### config.mk
export PLATFORM = sky130hd
export DESIGN_NAME = page_frame_allocator
export DESIGN_NICKNAME = d
export VERILOG_FILES = /design/src/rtl/pfa_pkg.sv /design/src/rtl/page_frame_allocator.sv /design/src/rtl/pfa_div.sv /design/src/rtl/pfa_mem.sv
export SDC_FILE = /design/constraint.sdc
export NUM_CORES = 1
export LEC_CHECK = 0
export ABC_AREA = 0
export BUFFER_PORTS_ARGS = -buffer_cell sky130_fd_sc_hd__buf_2
export CAP_MARGIN = 5
export CORE_ASPECT_RATIO = 1.5
export CORE_MARGIN = 5
export CORE_UTILIZATION = 32
export DETAILED_ROUTE_END_ITERATION = 12
export GPL_TIMING_DRIVEN = 0
export PLACE_DENSITY = 0.47
export SETUP_SLACK_MARGIN = 0.2
export SYNTH_ARGS = -nofsm -noshare
export SYNTH_HDL_FRONTEND = slang
export SYNTH_SLANG_ARGS = --single-unit
### constraint.sdc
create_clock -name clk -period 2.85 [get_ports clk]
set_input_delay 0.4275 -clock clk [delete_from_list [all_inputs] [get_ports clk]]
set_output_delay 0.4275 -clock clk [all_outputs]
set_load 0.1 [all_outputs]
### src/rtl/pfa_pkg.sv
// Package for the page frame allocator: widths, codes and reset values.
`default_nettype none
package pfa_pkg;
	localparam int DEF_NUM_FRAMES = 64;

	localparam int OWNER_W  = 8;
	localparam int SIZE_W   = 16;
	localparam int PAGE_W   = 11;
	localparam int FC_W     = 7;
	localparam int STATUS_W = 2;
	localparam int FIDX_W   = 6;
	localparam int FREE_W   = 7;

	// pages-needed numerator: size plus page size minus one
	localparam int NUM_W     = SIZE_W + 1;
	localparam int DIV_CNT_W = $clog2(NUM_W + 1);

	localparam int CFG_IDX_W  = 1;
	localparam int CFG_DATA_W = PAGE_W;

	localparam logic [CFG_IDX_W-1:0] CFG_PAGE_SIZE   = 1'b0;
	localparam logic [CFG_IDX_W-1:0] CFG_FRAME_COUNT = 1'b1;

	localparam logic [PAGE_W-1:0] PAGE_SIZE_RST   = 11'd4;
	localparam logic [FC_W-1:0]   FRAME_COUNT_RST = 7'd64;

	localparam logic [STATUS_W-1:0] ST_GRANTED = 2'd0;
	localparam logic [STATUS_W-1:0] ST_SHORT   = 2'd1;
	localparam logic [STATUS_W-1:0] ST_NONE    = 2'd2;
endpackage
`default_nettype wire

### src/rtl/page_frame_allocator.sv
// Top level of the first-fit page frame allocator over an occupancy bitmap.
// Flow: the free count reads one frame per cycle over the used frames while the
// pages-needed division runs alongside; the decision waits for both to finish.
// A reply or grant then goes to the output register; each scanned frame takes a read and a check state.
// Output stalls hold a reply or grant. One request at a time: a new one is taken only in idle.
// Reset: 4 KB pages, 64 frames; a clearing pass zeroes the bitmap first.
`default_nettype none
module page_frame_allocator #(
	parameter int NUM_FRAMES = pfa_pkg::DEF_NUM_FRAMES
) (
	input  wire logic                           clk,
	input  wire logic                           arst_n,
	input  wire logic                           cfg_we,
	input  wire logic [pfa_pkg::CFG_IDX_W-1:0]  cfg_index,
	input  wire logic [pfa_pkg::CFG_DATA_W-1:0] cfg_data,
	input  wire logic                           in_valid,
	output logic                                in_ready,
	input  wire logic [pfa_pkg::OWNER_W-1:0]    owner_id,
	input  wire logic [pfa_pkg::SIZE_W-1:0]     request_size_kb,
	output logic                                out_valid,
	input  wire logic                           out_ready,
	output logic      [pfa_pkg::STATUS_W-1:0]   status,
	output logic      [pfa_pkg::FIDX_W-1:0]     frame_index,
	output logic      [pfa_pkg::OWNER_W-1:0]    owner_echo,
	output logic      [pfa_pkg::FREE_W-1:0]     free_frames,
	output logic                                last
);
	localparam int AW = $clog2(NUM_FRAMES);
	localparam int CW = $clog2(NUM_FRAMES + 1);

	typedef enum logic [6:0] {
		S_CLEAR    = 7'b0000001,
		S_IDLE     = 7'b0000010,
		S_COUNT    = 7'b0000100,
		S_DECIDE   = 7'b0001000,
		S_REPLY    = 7'b0010000,
		S_SCAN_RD  = 7'b0100000,
		S_SCAN_CHK = 7'b1000000
	} state_t;

	state_t                        state_q;
	logic [pfa_pkg::PAGE_W-1:0]    page_q;
	logic [pfa_pkg::FC_W-1:0]      fc_q;
	logic [pfa_pkg::OWNER_W-1:0]   owner_q;
	logic [CW-1:0]                 used_q;
	logic [CW-1:0]                 addr_q;
	logic [CW-1:0]                 free_q;
	logic [CW-1:0]                 grant_q;
	logic                          rdv_s1;
	logic [pfa_pkg::STATUS_W-1:0]  rep_status_q;

	logic                          out_valid_q;
	logic [pfa_pkg::STATUS_W-1:0]  status_q;
	logic [pfa_pkg::FIDX_W-1:0]    fidx_q;
	logic [pfa_pkg::OWNER_W-1:0]   oecho_q;
	logic [pfa_pkg::FREE_W-1:0]    ofree_q;
	logic                          last_q;

	logic                          accept;
	logic                          slot_free;
	logic [pfa_pkg::PAGE_W-1:0]    psize;
	logic [CW-1:0]                 used_next;
	logic [pfa_pkg::NUM_W-1:0]     numer;
	logic [pfa_pkg::NUM_W-1:0]     need;
	logic                          div_done;
	logic                          grant_last;
	logic                          mem_we;
	logic                          mem_wdata;
	logic                          rdata;
	logic                          load_rep;
	logic                          load_grant;

	assign in_ready  = state_q == S_IDLE;
	assign accept    = in_valid && in_ready;
	assign slot_free = !out_valid_q || out_ready;

	// clamp the configuration and form the rounded-up numerator
	always_comb begin
		psize     = (page_q == '0) ? pfa_pkg::PAGE_W'(1) : page_q;
		used_next = (fc_q > pfa_pkg::FC_W'(NUM_FRAMES)) ? CW'(NUM_FRAMES) : CW'(fc_q);
		numer     = pfa_pkg::NUM_W'(request_size_kb) + pfa_pkg::NUM_W'(psize)
			- pfa_pkg::NUM_W'(1);
	end

	pfa_div u_div (
		.clk    (clk),
		.arst_n (arst_n),
		.start  (accept),
		.numer  (numer),
		.denom  (psize),
		.quot   (need),
		.done   (div_done)
	);

	assign grant_last = (pfa_pkg::NUM_W'(grant_q) + pfa_pkg::NUM_W'(1)) == need;
	assign load_rep   = (state_q == S_REPLY) && slot_free;
	assign load_grant = (state_q == S_SCAN_CHK) && !rdata && slot_free;
	assign mem_we     = (state_q == S_CLEAR) || load_grant;
	assign mem_wdata  = state_q != S_CLEAR;

	pfa_mem #(
		.NUM_FRAMES (NUM_FRAMES),
		.AW         (AW)
	) u_mem (
		.clk   (clk),
		.we    (mem_we),
		.waddr (addr_q[AW-1:0]),
		.wdata (mem_wdata),
		.raddr (addr_q[AW-1:0]),
		.rdata (rdata)
	);

	// configuration registers
	always_ff @(posedge clk or negedge arst_n) begin
		if (!arst_n) begin
			page_q <= pfa_pkg::PAGE_SIZE_RST;
			fc_q   <= pfa_pkg::FRAME_COUNT_RST;
		end else if (cfg_we) begin
			case (cfg_index)
				pfa_pkg::CFG_PAGE_SIZE:   page_q <= cfg_data;
				pfa_pkg::CFG_FRAME_COUNT: fc_q   <= cfg_data[pfa_pkg::FC_W-1:0];
				default: ;
			endcase
		end
	end

	// sequencer: clear, count, decide, then reply or scan and grant
	always_ff @(posedge clk or negedge arst_n) begin
		if (!arst_n) begin
			state_q      <= S_CLEAR;
			addr_q       <= '0;
			free_q       <= '0;
			grant_q      <= '0;
			used_q       <= '0;
			rdv_s1       <= 1'b0;
			rep_status_q <= pfa_pkg::ST_NONE;
		end else begin
			case (state_q)
				S_CLEAR: begin
					if (addr_q == CW'(NUM_FRAMES - 1)) begin
						addr_q  <= '0;
						state_q <= S_IDLE;
					end else begin
						addr_q <= addr_q + CW'(1);
					end
				end
				S_IDLE: begin
					if (accept) begin
						used_q  <= used_next;
						addr_q  <= '0;
						free_q  <= '0;
						rdv_s1  <= 1'b0;
						state_q <= S_COUNT;
					end
				end
				S_COUNT: begin
					if (addr_q < used_q) begin
						addr_q <= addr_q + CW'(1);
						rdv_s1 <= 1'b1;
					end else begin
						rdv_s1 <= 1'b0;
					end
					if (rdv_s1 && !rdata) begin
						free_q <= free_q + CW'(1);
					end
					if (addr_q == used_q && !rdv_s1) begin
						state_q <= S_DECIDE;
					end
				end
				S_DECIDE: begin
					if (div_done) begin
						addr_q  <= '0;
						grant_q <= '0;
						if (need == '0) begin
							rep_status_q <= pfa_pkg::ST_NONE;
							state_q      <= S_REPLY;
						end else if (need > pfa_pkg::NUM_W'(free_q)) begin
							rep_status_q <= pfa_pkg::ST_SHORT;
							state_q      <= S_REPLY;
						end else begin
							state_q <= S_SCAN_RD;
						end
					end
				end
				S_REPLY: begin
					if (slot_free) begin
						state_q <= S_IDLE;
					end
				end
				S_SCAN_RD: begin
					state_q <= S_SCAN_CHK;
				end
				S_SCAN_CHK: begin
					if (rdata) begin
						addr_q  <= addr_q + CW'(1);
						state_q <= S_SCAN_RD;
					end else if (slot_free) begin
						addr_q  <= addr_q + CW'(1);
						grant_q <= grant_q + CW'(1);
						state_q <= grant_last ? S_IDLE : S_SCAN_RD;
					end
				end
				default: state_q <= S_IDLE;
			endcase
		end
	end

	// hold the owner of the request in flight
	always_ff @(posedge clk) begin
		if (accept) begin
			owner_q <= owner_id;
		end
	end

	// output register valid
	always_ff @(posedge clk or negedge arst_n) begin
		if (!arst_n) begin
			out_valid_q <= 1'b0;
		end else if (load_rep || load_grant) begin
			out_valid_q <= 1'b1;
		end else if (out_ready) begin
			out_valid_q <= 1'b0;
		end
	end

	// output register payload
	always_ff @(posedge clk) begin
		if (load_rep) begin
			status_q <= rep_status_q;
			fidx_q   <= '0;
			oecho_q  <= owner_q;
			ofree_q  <= pfa_pkg::FREE_W'(free_q);
			last_q   <= 1'b1;
		end else if (load_grant) begin
			status_q <= pfa_pkg::ST_GRANTED;
			fidx_q   <= pfa_pkg::FIDX_W'(addr_q[AW-1:0]);
			oecho_q  <= owner_q;
			ofree_q  <= pfa_pkg::FREE_W'(free_q);
			last_q   <= grant_last;
		end
	end

	assign out_valid   = out_valid_q;
	assign status      = status_q;
	assign frame_index = fidx_q;
	assign owner_echo  = oecho_q;
	assign free_frames = ofree_q;
	assign last        = last_q;

	// bitmap is written only by the clearing pass or a grant
	a_mem_we_state: assert property (@(posedge clk) disable iff (!arst_n)
		mem_we |-> (state_q == S_CLEAR || state_q == S_SCAN_CHK))
		else $error("bitmap written outside clear or grant");

	// free count never runs ahead of the reads issued
	a_free_le_addr: assert property (@(posedge clk) disable iff (!arst_n)
		(state_q == S_COUNT) |-> (free_q <= addr_q))
		else $error("free count exceeds frames read");

	// scanning stops once every needed frame is granted
	a_grant_below_need: assert property (@(posedge clk) disable iff (!arst_n)
		(state_q == S_SCAN_CHK) |-> (pfa_pkg::NUM_W'(grant_q) < need))
		else $error("grant count reached need while scanning");
endmodule
`default_nettype wire

### src/rtl/pfa_div.sv
// Restoring divider, one quotient bit per cycle, for the pages-needed count.
`default_nettype none
module pfa_div (
	input  wire logic                       clk,
	input  wire logic                       arst_n,
	input  wire logic                       start,
	input  wire logic [pfa_pkg::NUM_W-1:0]  numer,
	input  wire logic [pfa_pkg::PAGE_W-1:0] denom,
	output logic      [pfa_pkg::NUM_W-1:0]  quot,
	output logic                            done
);
	logic [pfa_pkg::NUM_W-1:0]     num_q;
	logic [pfa_pkg::PAGE_W-1:0]    den_q;
	logic [pfa_pkg::PAGE_W-1:0]    rem_q;
	logic [pfa_pkg::DIV_CNT_W-1:0] cnt_q;
	logic                          busy_q;
	logic                          done_q;
	logic [pfa_pkg::PAGE_W:0]      trial;
	logic [pfa_pkg::PAGE_W:0]      diff;
	logic                          ge;

	// shift in the next numerator bit and try the subtraction
	always_comb begin
		trial = {rem_q, num_q[pfa_pkg::NUM_W-1]};
		ge    = trial >= {1'b0, den_q};
		diff  = trial - {1'b0, den_q};
	end

	// sequence control
	always_ff @(posedge clk or negedge arst_n) begin
		if (!arst_n) begin
			busy_q <= 1'b0;
			done_q <= 1'b0;
			cnt_q  <= '0;
		end else if (start) begin
			busy_q <= 1'b1;
			done_q <= 1'b0;
			cnt_q  <= pfa_pkg::DIV_CNT_W'(pfa_pkg::NUM_W);
		end else if (busy_q) begin
			cnt_q <= cnt_q - pfa_pkg::DIV_CNT_W'(1);
			if (cnt_q == pfa_pkg::DIV_CNT_W'(1)) begin
				busy_q <= 1'b0;
				done_q <= 1'b1;
			end
		end
	end

	// datapath: remainder and quotient shift register
	always_ff @(posedge clk) begin
		if (start) begin
			num_q <= numer;
			den_q <= denom;
			rem_q <= '0;
		end else if (busy_q) begin
			rem_q <= ge ? diff[pfa_pkg::PAGE_W-1:0] : trial[pfa_pkg::PAGE_W-1:0];
			num_q <= {num_q[pfa_pkg::NUM_W-2:0], ge};
		end
	end

	assign quot = num_q;
	assign done = done_q;
endmodule
`default_nettype wire

### src/rtl/pfa_mem.sv
// Frame occupancy bitmap: one write port, one registered read port.
`default_nettype none
module pfa_mem #(
	parameter int NUM_FRAMES = pfa_pkg::DEF_NUM_FRAMES,
	parameter int AW         = $clog2(NUM_FRAMES)
) (
	input  wire logic          clk,
	input  wire logic          we,
	input  wire logic [AW-1:0] waddr,
	input  wire logic          wdata,
	input  wire logic [AW-1:0] raddr,
	output logic               rdata
);
	logic mem [NUM_FRAMES];
	logic rdata_q;

	// write the busy bit
	always_ff @(posedge clk) begin
		if (we) begin
			mem[waddr] <= wdata;
		end
	end

	// registered read
	always_ff @(posedge clk) begin
		rdata_q <= mem[raddr];
	end

	assign rdata = rdata_q;
endmodule
`default_nettype wire
### After elaboration in Yosys (flattened, before gate mapping)

Memory sizes are Yosys's and may differ from the RTL's. A register that Yosys moved wholly into a read port is not among the register bits.
Cells that the tools add are included.

| storage, ports and cells | value |
|---|---|
| memories kept | 1 |
| register bits after elaboration | 135 |
| memory bits (writable) | 64 |
| output and inout bits | 26 |

| cells by class | value |
|---|---|
| bitwise logic cells | 1 |
| reductions and logical operators | 32 |
| magnitude comparators | 4 |
| muxes and demuxes | 51 |
| eq/ne operators | 22 |
| add/subtract/negate cells | 8 |

Memory list:

| name | depth | bits a word | read ports | clocked after Yosys merged registers in | wr ports | line | RTL |
|---|---|---|---|---|---|---|---|
| u_mem.mem | 64 | 1 | 1 | 1 | 1 | pfa_mem.sv:14 | `logic mem [NUM_FRAMES];` |

Operator list:

| kind | count |
|---|---|
| $mux 7 | 19 |
| $pmux 7 s7 | 1 |
| $pmux 7 s5 | 1 |
| $mux 17 | 2 |
| $pmux 7 s2 | 2 |
| $mux 11 | 2 |
| $add 7x1->7 const B | 3 |
| $mux 6 | 3 |
| $add 16x11->17 | 1 |
| $eq 8x17->1 | 1 |
| $gt 17x7->1 | 1 |
| $logic_not 17->1 | 1 |
| $sub 17x1->17 const B | 1 |
| $mux 8 | 2 |
| $eq 7x6->1 const B | 2 |
| $reduce_bool 2->1 | 7 |
| $ge 12x11->1 | 1 |
| $mux 1 | 12 |
| $ne 2x2->1 const B | 6 |
| $logic_not 11->1 | 1 |
| $sub 11x11->11 | 1 |
| $mux 5 | 2 |
| $reduce_and 2->1 | 5 |
| $add 7x1->8 const B | 1 |
| 25 further kinds | 40 |

### Depth between registers and ports, before layout

Gate-level depths: netlist of run 1.

| depth | value |
|---|---|
| word-level depth | 6 |
| mapped depth | 13 |

### By module

From an unflattened synthesis of run 1, not the netlist that was laid out.

| unflattened totals | value |
|---|---|
| cell total of the unflattened synthesis | 976 |
| area, all modules | 10696.5 µm² |

Modules (own cells, without submodules):

| module | area each (µm²) | times used | cells an instance | sequential area each (µm²) |
|---|---|---|---|---|
| page_frame_allocator | 5323.9 | 1 | 556 | 2322.2 |
| pfa_mem | 2914.0 | 1 | 204 | 1941.9 |
| pfa_div | 2458.6 | 1 | 216 | 1236.2 |

### Least setup slack after synthesis of run 1

No wires, ideal clock.

| timing path | value |
|---|---|
| kind | reg2out |
| start | reg state_q[5] |
| end | out in_ready |
| path buffers | 1 |
| data required time | 2.423 ns |
| stages on the path, launching flop included | 4 |
| setup slack | -0.658 ns |
| data arrival time | 3.080 ns |
| path through | dfrtp_1 buf_6 or4_4 nor3_1 |

| on the way | value |
|---|---|
| cells in the longest elaborated chain, start to end | 1 |

RTL lines:

| element | line | RTL |
|---|---|---|
| start: declaration | page_frame_allocator.sv:41 | `state_t state_q;` |
| start signal: assignment | page_frame_allocator.sv:200 | `state_q <= grant_last ? S_IDLE : S_SCAN_RD;` |
| $eq 7x2->1 | page_frame_allocator.sv:73 | `assign in_ready = state_q == S_IDLE;` |
| end: declaration | page_frame_allocator.sv:17 | `output logic in_ready,` |

Every way passes these cells.

### Worst setup path in the final report of run 1

| timing path | value |
|---|---|
| start | reg page_q[3] in the netlist's numbering |
| end | reg u_div.num_q, in the netlist u_div.quot[15], data pin |

| on the way | value |
|---|---|
| cells in the longest elaborated chain, start to end | 5 |

RTL lines:

| element | line | RTL |
|---|---|---|
| start: declaration | page_frame_allocator.sv:42 | `logic [pfa_pkg::PAGE_W-1:0] page_q;` |
| start signal: assignment | page_frame_allocator.sv:116 | `page_q <= pfa_pkg::PAGE_SIZE_RST;` |
| start signal: assignment | page_frame_allocator.sv:120 | `pfa_pkg::CFG_PAGE_SIZE: page_q <= cfg_data;` |
| $logic_not 11->1 | page_frame_allocator.sv:79 | `psize = (page_q == '0) ? pfa_pkg::PAGE_W'(1) : page_q;` |
| $mux 11 (*) | page_frame_allocator.sv:79 |  |
| $add 16x11->17 (*) | page_frame_allocator.sv:81 | `numer = pfa_pkg::NUM_W'(request_size_kb) + pfa_pkg::NUM_W'(psize)` |
| $sub 17x1->17 (*) | page_frame_allocator.sv:82 | `- pfa_pkg::NUM_W'(1);` |
| $mux 17 (*) | pfa_div.sv:50 | `if (start) begin` |
| end signal: assignment | pfa_div.sv:51 | `num_q <= numer;` |
| end signal: assignment | pfa_div.sv:56 | `num_q <= {num_q[pfa_pkg::NUM_W-2:0], ge};` |
| end: declaration | pfa_div.sv:12 | `logic [pfa_pkg::NUM_W-1:0] num_q;` |

Mark *: on every way between the ends. The rest lies on a longest branch, timed or not.
A chain may end at the register's enable or synchronous reset.

==> results of run 1 <==
-- power by group through the flow --
stage / Clock, mW / Combinational (mW) / Sequential, mW
after floorplan: 0 / 3.15 / 3.97
after detailed placement: 0 / 4.24 / 4.11
final: 2.53 / 4.75 / 4.04
after global routing: 2.72 / 5.26 / 4.11
after CTS: 2.61 / 4.66 / 4.05
after global placement: 0 / 4.21 / 4.11
-- cell usage after synthesis, types with 7 or more instances --
| master | n | share of area |
|---|---|---|
| dfxtp_1 | 19 | 0.036 |
| edfxtp_1 | 117 | 0.33 |
| o21ai_0 | 80 | 0.038 |
| xnor2_1 | 20 | 0.016 |
| and2_1 | 7 | 0.0041 |
| a21oi_1 | 41 | 0.019 |
| nor3_1 | 17 | 0.0080 |
| o211ai_1 | 7 | 0.0049 |
| or3_1 | 11 | 0.0065 |
| nand3_1 | 34 | 0.016 |
| nor4_1 | 8 | 0.0047 |
| dfrtp_1 | 60 | 0.14 |
| ha_1 | 56 | 0.066 |
| nor2_1 | 107 | 0.038 |
| and3_1 | 7 | 0.0041 |
| nand4_1 | 8 | 0.0047 |
| mux2i_1 | 18 | 0.017 |
| nand2_1 | 108 | 0.038 |
| nand2b_1 | 10 | 0.0059 |
| xor2_1 | 9 | 0.0074 |
| o21a_1 | 14 | 0.0099 |
| nor2b_1 | 15 | 0.0088 |
| inv_1 | 94 | 0.033 |
| clkbuf_1 | 37 | 0.013 |
| mux2_2 | 13 | 0.014 |
-- timing repair --
action | 4_1_cts | 5_1_grt
cloned | 4 | 0
resized for setup | 81 | 45
setup buffers | 8 | 17
pin swaps | 22 | 25
hold buffers | 1 | 0
hold endpoints to repair | 4 | 0
setup endpoints to repair | 242 | 126
-- worst max-delay path, stage by stage, from the launching register on --
cell and delay, ns:
dfrtp_1 0.42, nor4_4 0.30, a41oi_2 0.19, ha_2 0.22
inv_2 0.06, ha_4 0.13, inv_2 0.03, fa_2 0.34
nand2b_4 0.16, a21oi_4 0.22, o221ai_4 0.15, a31oi_2 0.22
xnor2_1 0.15, o21ai_1 0.09
-- final timing paths --
kind	to	slack [ns]	cells after the start
max	u_div.quot[15]	-0.1	13
min	owner_q[1]	0.14	1
max reg2reg	u_div.quot[15]	-0.1	13
min reg2reg	owner_echo[5]	0.42	0
max in group asynchronous	rep_status_q[1]	1.91	3
min in group asynchronous	page_q[10]	0.35	2
-- cells by family after synthesis --
| logic type | share of synthesized area |
|---|---|
| mux | 0.0435 |
| fa+ha+maj | 0.0697 |
| flops | 0.518 |
| buf+inv | 0.0521 |
| compound gates | 0.135 |
| simple gates | 0.158 |
| xor+xnor | 0.0239 |
-- sequential cells by signal (all words and copies together), names as in the netlist, 2 cells and up --
name,flops
u_mem.mem,64
u_div.quot,17
page_q,11
u_div.den_q,11
u_div.rem_q,11
owner_echo,8
owner_q,8
addr_q,7
fc_q,7
free_frames,7
free_q,7
grant_q,7
state_q,7
used_q,7
frame_index,6
u_div.cnt_q,5
rep_status_q,2
status,2
-- per-stage QoR --
stage / std cells / setup slack, ns / utilization / hold slack [ns] / power, mW
after floorplan: 1047 / 0.208 / - / 0.132 / 7.12
after global placement: 1528 / -0.936 / 0.352 / 0.401 / 8.32
after detailed placement: 1529 / -0.940 / 0.353 / 0.256 / 8.35
after CTS: 1573 / -0.124 / 0.385 / 0.121 / 11.3
after global routing: 1590 / -0.265 / 0.395 / 0.123 / 12.1
final: 1590 / -0.100 / 0.395 / 0.143 / 11.3
-- routing by layer --
metal / up-vias / track usage / part of all wire / wire length, µm
met1: 4017 / 0.167 / 0.39 / 11300
met5: - / 0 / 0 / 0
met3: 47 / 0.0233 / 0.022 / 640
li1: 3979 / - / - / -
met2: 117 / 0.306 / 0.56 / 16200
met4: 0 / 0.0683 / 0.030 / 884
-- final cells by class --
cell class                 count  share of cell area
sequential                   200               0.426
clock inverter                15              0.0143
timing repair buffer          94              0.0491
inverter                      97              0.0284
clock buffer                  17              0.0329
tap                          415              0.0402
multi-input combinational    707               0.388
buffer                        45              0.0208
==> impl_metrics.toml, run 1 <==
[run_status]
status = "complete, but fails checks"
failed_checks = "setup timing"

[hold_path]
hold_path_startpoint = "owner_id[1]"
hp-class = "in2reg"

[finish]
final_cell_mix = "edfxtp_1 (117), nand2_1 (99), nor2_1 (93), inv_1 (91), o21ai_0 (74)"
final_area_um2 = 12900
layout.nets = 1261
layout-drive-gt1-share = 0.206
area_growth_pct = 21.7
final_common_cell = "edfxtp_1"
antennaDiodeCount = 0
multi_input_area_um2 = 5020
regArea_um2 = 5500
fillCellCount = 3256

[global_route]
grt_max_degree = 61
grt_overflow = 0
antenna_found_initial = 0
grt_pass1_wl_um = 46100
grt_usage = 0.158
grt_pass1_vias = 8507

[floorplan]
die_h_um = 233
fp.coreArea_um2 = 32700
start_util = 0.325
rows = 81
ios = 67
dieArea_um2 = 37000
fp.dieW_um = 159

[worst_setup_path]
critPathRequiredTime_ns = 3.03
path_class = "reg2reg"
crit_fanout = 4
critPathLaunchType = "flip-flop"
worstReg2RegStart = "page_q[3]"
arrival_ns = 3.13
critPathCaptureType = "flip-flop"
crit_start = "page_q[3]"

[synth]
synth_area_um2 = 10600
syn_inst = 1047
yosysWarnings = 0
ys.flop_type = "edfxtp_1"
synth-seq-cells = 200
synth-async-reset-ratio = 0.320
syn_avg_cell_area_um2 = 10.1
ys_types = 77
synthesis.nets = 1146
synth_edf_count = 117
ys_seq_area_frac = 0.518

[sta]
finalSetupViolCount = 5
max_freq_mhz = 339
max_slew_margin = 0.435
fin_worst_skew_ns = 0.0129
rsz0062_at_grt = "true"
worst_slew_pin_slew_ns = 0.840
hold_violations = 0
fin_crit_sh = 1.04
finalWorstSetupSlack_ns = -0.100
setup_tns_ns = -0.305
drv_slew = 0
fin_crit_ns = 2.95

[clock_network]
cts.clk_slew.worst_paths_ns = 0.08
clock_sinks = 200
cts_tree = "yes"
htreeDepth = 4
root_buffer = "clkbuf_16"
clk_latency_ns = 0.45
numCtsBuffers = 17
cts_buffer_depth = 2

[route]
drtPass1Iterations = 5
remaining_drc_errors = 0
drt-initial-drc-count = 362
postRouteWirelength_um = 29100
wl_per_cell_um = 18.3
viasPerCell = 5.13
vias = 8160
antenna_left = 0

[placed_design]
gp_congestion = 0.811
hpwl_um = 21100
io_buffers = 66
place_area_um2 = 11600

[power_and_ir_drop]
combPwrFrac = 0.419
powerDensity_nw_per_um2 = 876
p_switching_mw = 4.42
p_sw_frac = 0.391
p_seq_frac = 0.357
intPower_mw = 6.90
max-vdd-ir-drop_v = 0.000463
pwr-share-clk = 0.224
leakagePower_nw = 4.95

[job]
maxCapViolCount = 0
No activity file was read; power rests on OpenSTA's default activity.
==> run 2: changes to the inputs <==
- PLACE_DENSITY: 0.47 -> 0.45
- clock period: 2.85 -> 3.1 ns (I/O delays scaled with it)
==> run 2 against run 1 <==
  * The flow now finishes without violations
  * Fmax grew 1.3%
  * Non-clock buffer count shrank 16
  * Register-to-register slack gained 0.29 ns
  * Combinational power shrank 14%
  * Power shrank 12%
  * Hold slack gained 0.043 ns
  * Clock power shrank 14%
  * Critical path type unchanged
  * Largest cell class unchanged
==> impl_metrics.toml, run 2 (synthesis gave the netlist of run 1 again) <==
[run_status]
status = "completed"

[finish]
layout.nets = 1243
top_register = "u_mem.mem"
layout.cells.non_filler = 1572
layout-drive-gt1-share = 0.167
antennaDiodeCount = 0
largest_register_ffs = 64
final_util = 0.380
final_common_cell = "edfxtp_1"
area_growth_pct = 17.1
final_cell_mix = "edfxtp_1 (117), nor2_1 (106), nand2_1 (101), inv_1 (91), o21ai_0 (75)"

[route]
viasPerCell = 5.13
postRouteWirelength_um = 28500
antenna_left = 0
wl_per_cell_um = 18.2
vias = 8063
drt-initial-drc-count = 395
remaining_drc_errors = 0
drtPass1Iterations = 5

[clock_network]
root_buffer = "clkbuf_16"
clock_sinks = 200
cts_tree = "yes"
cts_buffer_depth = 2
clk_latency_ns = 0.45
htreeDepth = 4
cts.clk_slew.worst_paths_ns = 0.08
numCtsBuffers = 17

[power_and_ir_drop]
leakagePower_nw = 4.71
pwr-share-clk = 0.218
intPower_mw = 6.07
p_sw_frac = 0.392
combPwrFrac = 0.409
p_seq_frac = 0.373
max-vdd-ir-drop_v = 0.000415
p_switching_mw = 3.91
powerDensity_nw_per_um2 = 803

[worst_setup_path]
crit_start = "page_q[1]"
critPathLaunchType = "flip-flop"
r2r_slack_ns = 0.19
arrival_ns = 3.11
critPathRequiredTime_ns = 3.29
path_class = "reg2reg"
worstReg2RegStart = "page_q[1]"
critPathCaptureType = "flip-flop"
crit_fanout = 3

[sta]
fin_crit_ns = 2.91
hold_violations = 0
rsz0062_at_grt = "true"
worst_slew_pin_slew_ns = 0.823
drv_slew = 0
max_freq_mhz = 343
fin_crit_sh = 0.940
finalSetupViolCount = 0
max_slew_margin = 0.446
fin_worst_skew_ns = 0.0118

[floorplan]
fp.coreArea_um2 = 32700
ios = 67
dieArea_um2 = 37000
fp.dieW_um = 159
start_util = 0.325
rows = 81
die_h_um = 233

[global_route]
grt_pass1_wl_um = 45700
grt_pass1_vias = 8405
grt_usage = 0.156
grt_overflow = 0
antenna_found_initial = 0
grt_max_degree = 58

[placed_design]
dp.cells = 1530
hpwl_um = 21200
gp_congestion = 0.814
io_buffers = 66

[job]
maxCapViolCount = 0

[hold_path]
hold_path_startpoint = "owner_id[1]"
hp-class = "in2reg"
[run 2: layout make-up]
cell class,count,area [µm²]
inverters,97,368
clock inverters,13,123
flip-flops and latches,200,5500
plain buffers,45,214
well taps,415,519
fillers,3335,20300
multi-input cells,705,4820
repair buffers,78,457
clock buffers,19,433
[run 2: critical path, cell delays in order, from the launching register on]
cell      delay [ns]
dfrtp_1         0.39
nor4_2          0.32
a41oi_2         0.20
ha_2            0.22
inv_2           0.07
ha_4            0.13
inv_2           0.03
fa_2            0.33
nand2b_4        0.16
a21oi_4         0.19
o221ai_4        0.16
a31oi_2         0.21
xnor2_1         0.15
o21ai_1         0.08
[run 2: power groups by stage]
stage / Clock [mW] / Sequential [mW] / Combinational, mW
finish: 2.17 / 3.73 / 4.08
global route: 2.34 / 3.79 / 4.60
CTS: 2.23 / 3.74 / 4.10
detailed placement: 0 / 3.79 / 3.88
global placement: 0 / 3.79 / 3.85
floorplan: 0 / 3.65 / 2.86
[run 2: per-layer routing]
metal,GRT usage,routed length (µm),up-vias,part of all wire
li1,-,-,3935,-
met1,0.168,11300,3974,0.40
met2,0.306,15800,109,0.56
met3,0.0221,614,45,0.022
met4,0.0586,788,0,0.028
met5,0,0,-,0
[run 2: metrics by stage]
stage	area, µm²	setup TNS (ns)	hold slack, ns	worst slack, ns	power, mW
finish	12400	0	0.186	0.186	9.98
global route	12400	0	0.171	0.0567	10.7
CTS	12400	0	0.163	0.160	10.1
detailed placement	11500	-48.32	0.312	-0.734	7.67
global placement	11500	-60.06	0.401	-0.799	7.65
floorplan	10600	0	0.169	0.252	6.52
[run 2: worst paths after layout]
check / endpoint / cells after the start
min reg2reg: owner_echo[3] / 0
max in group asynchronous: rep_status_q[1] / 3
max: u_div.quot[15] / 13
max reg2reg: u_div.quot[15] / 13
min: owner_q[1] / 1
min in group asynchronous: page_q[8] / 2
[run 2: what timing repair did]
action / CTS / global route
gates cloned: 1 / 0
endpoints found under the hold margin: 6 / 0
endpoints found under the setup margin: 158 / 136
buffers inserted: 6 / 3
resized for setup: 54 / 17
hold buffers: 1 / 0
pin swaps: 14 / 15
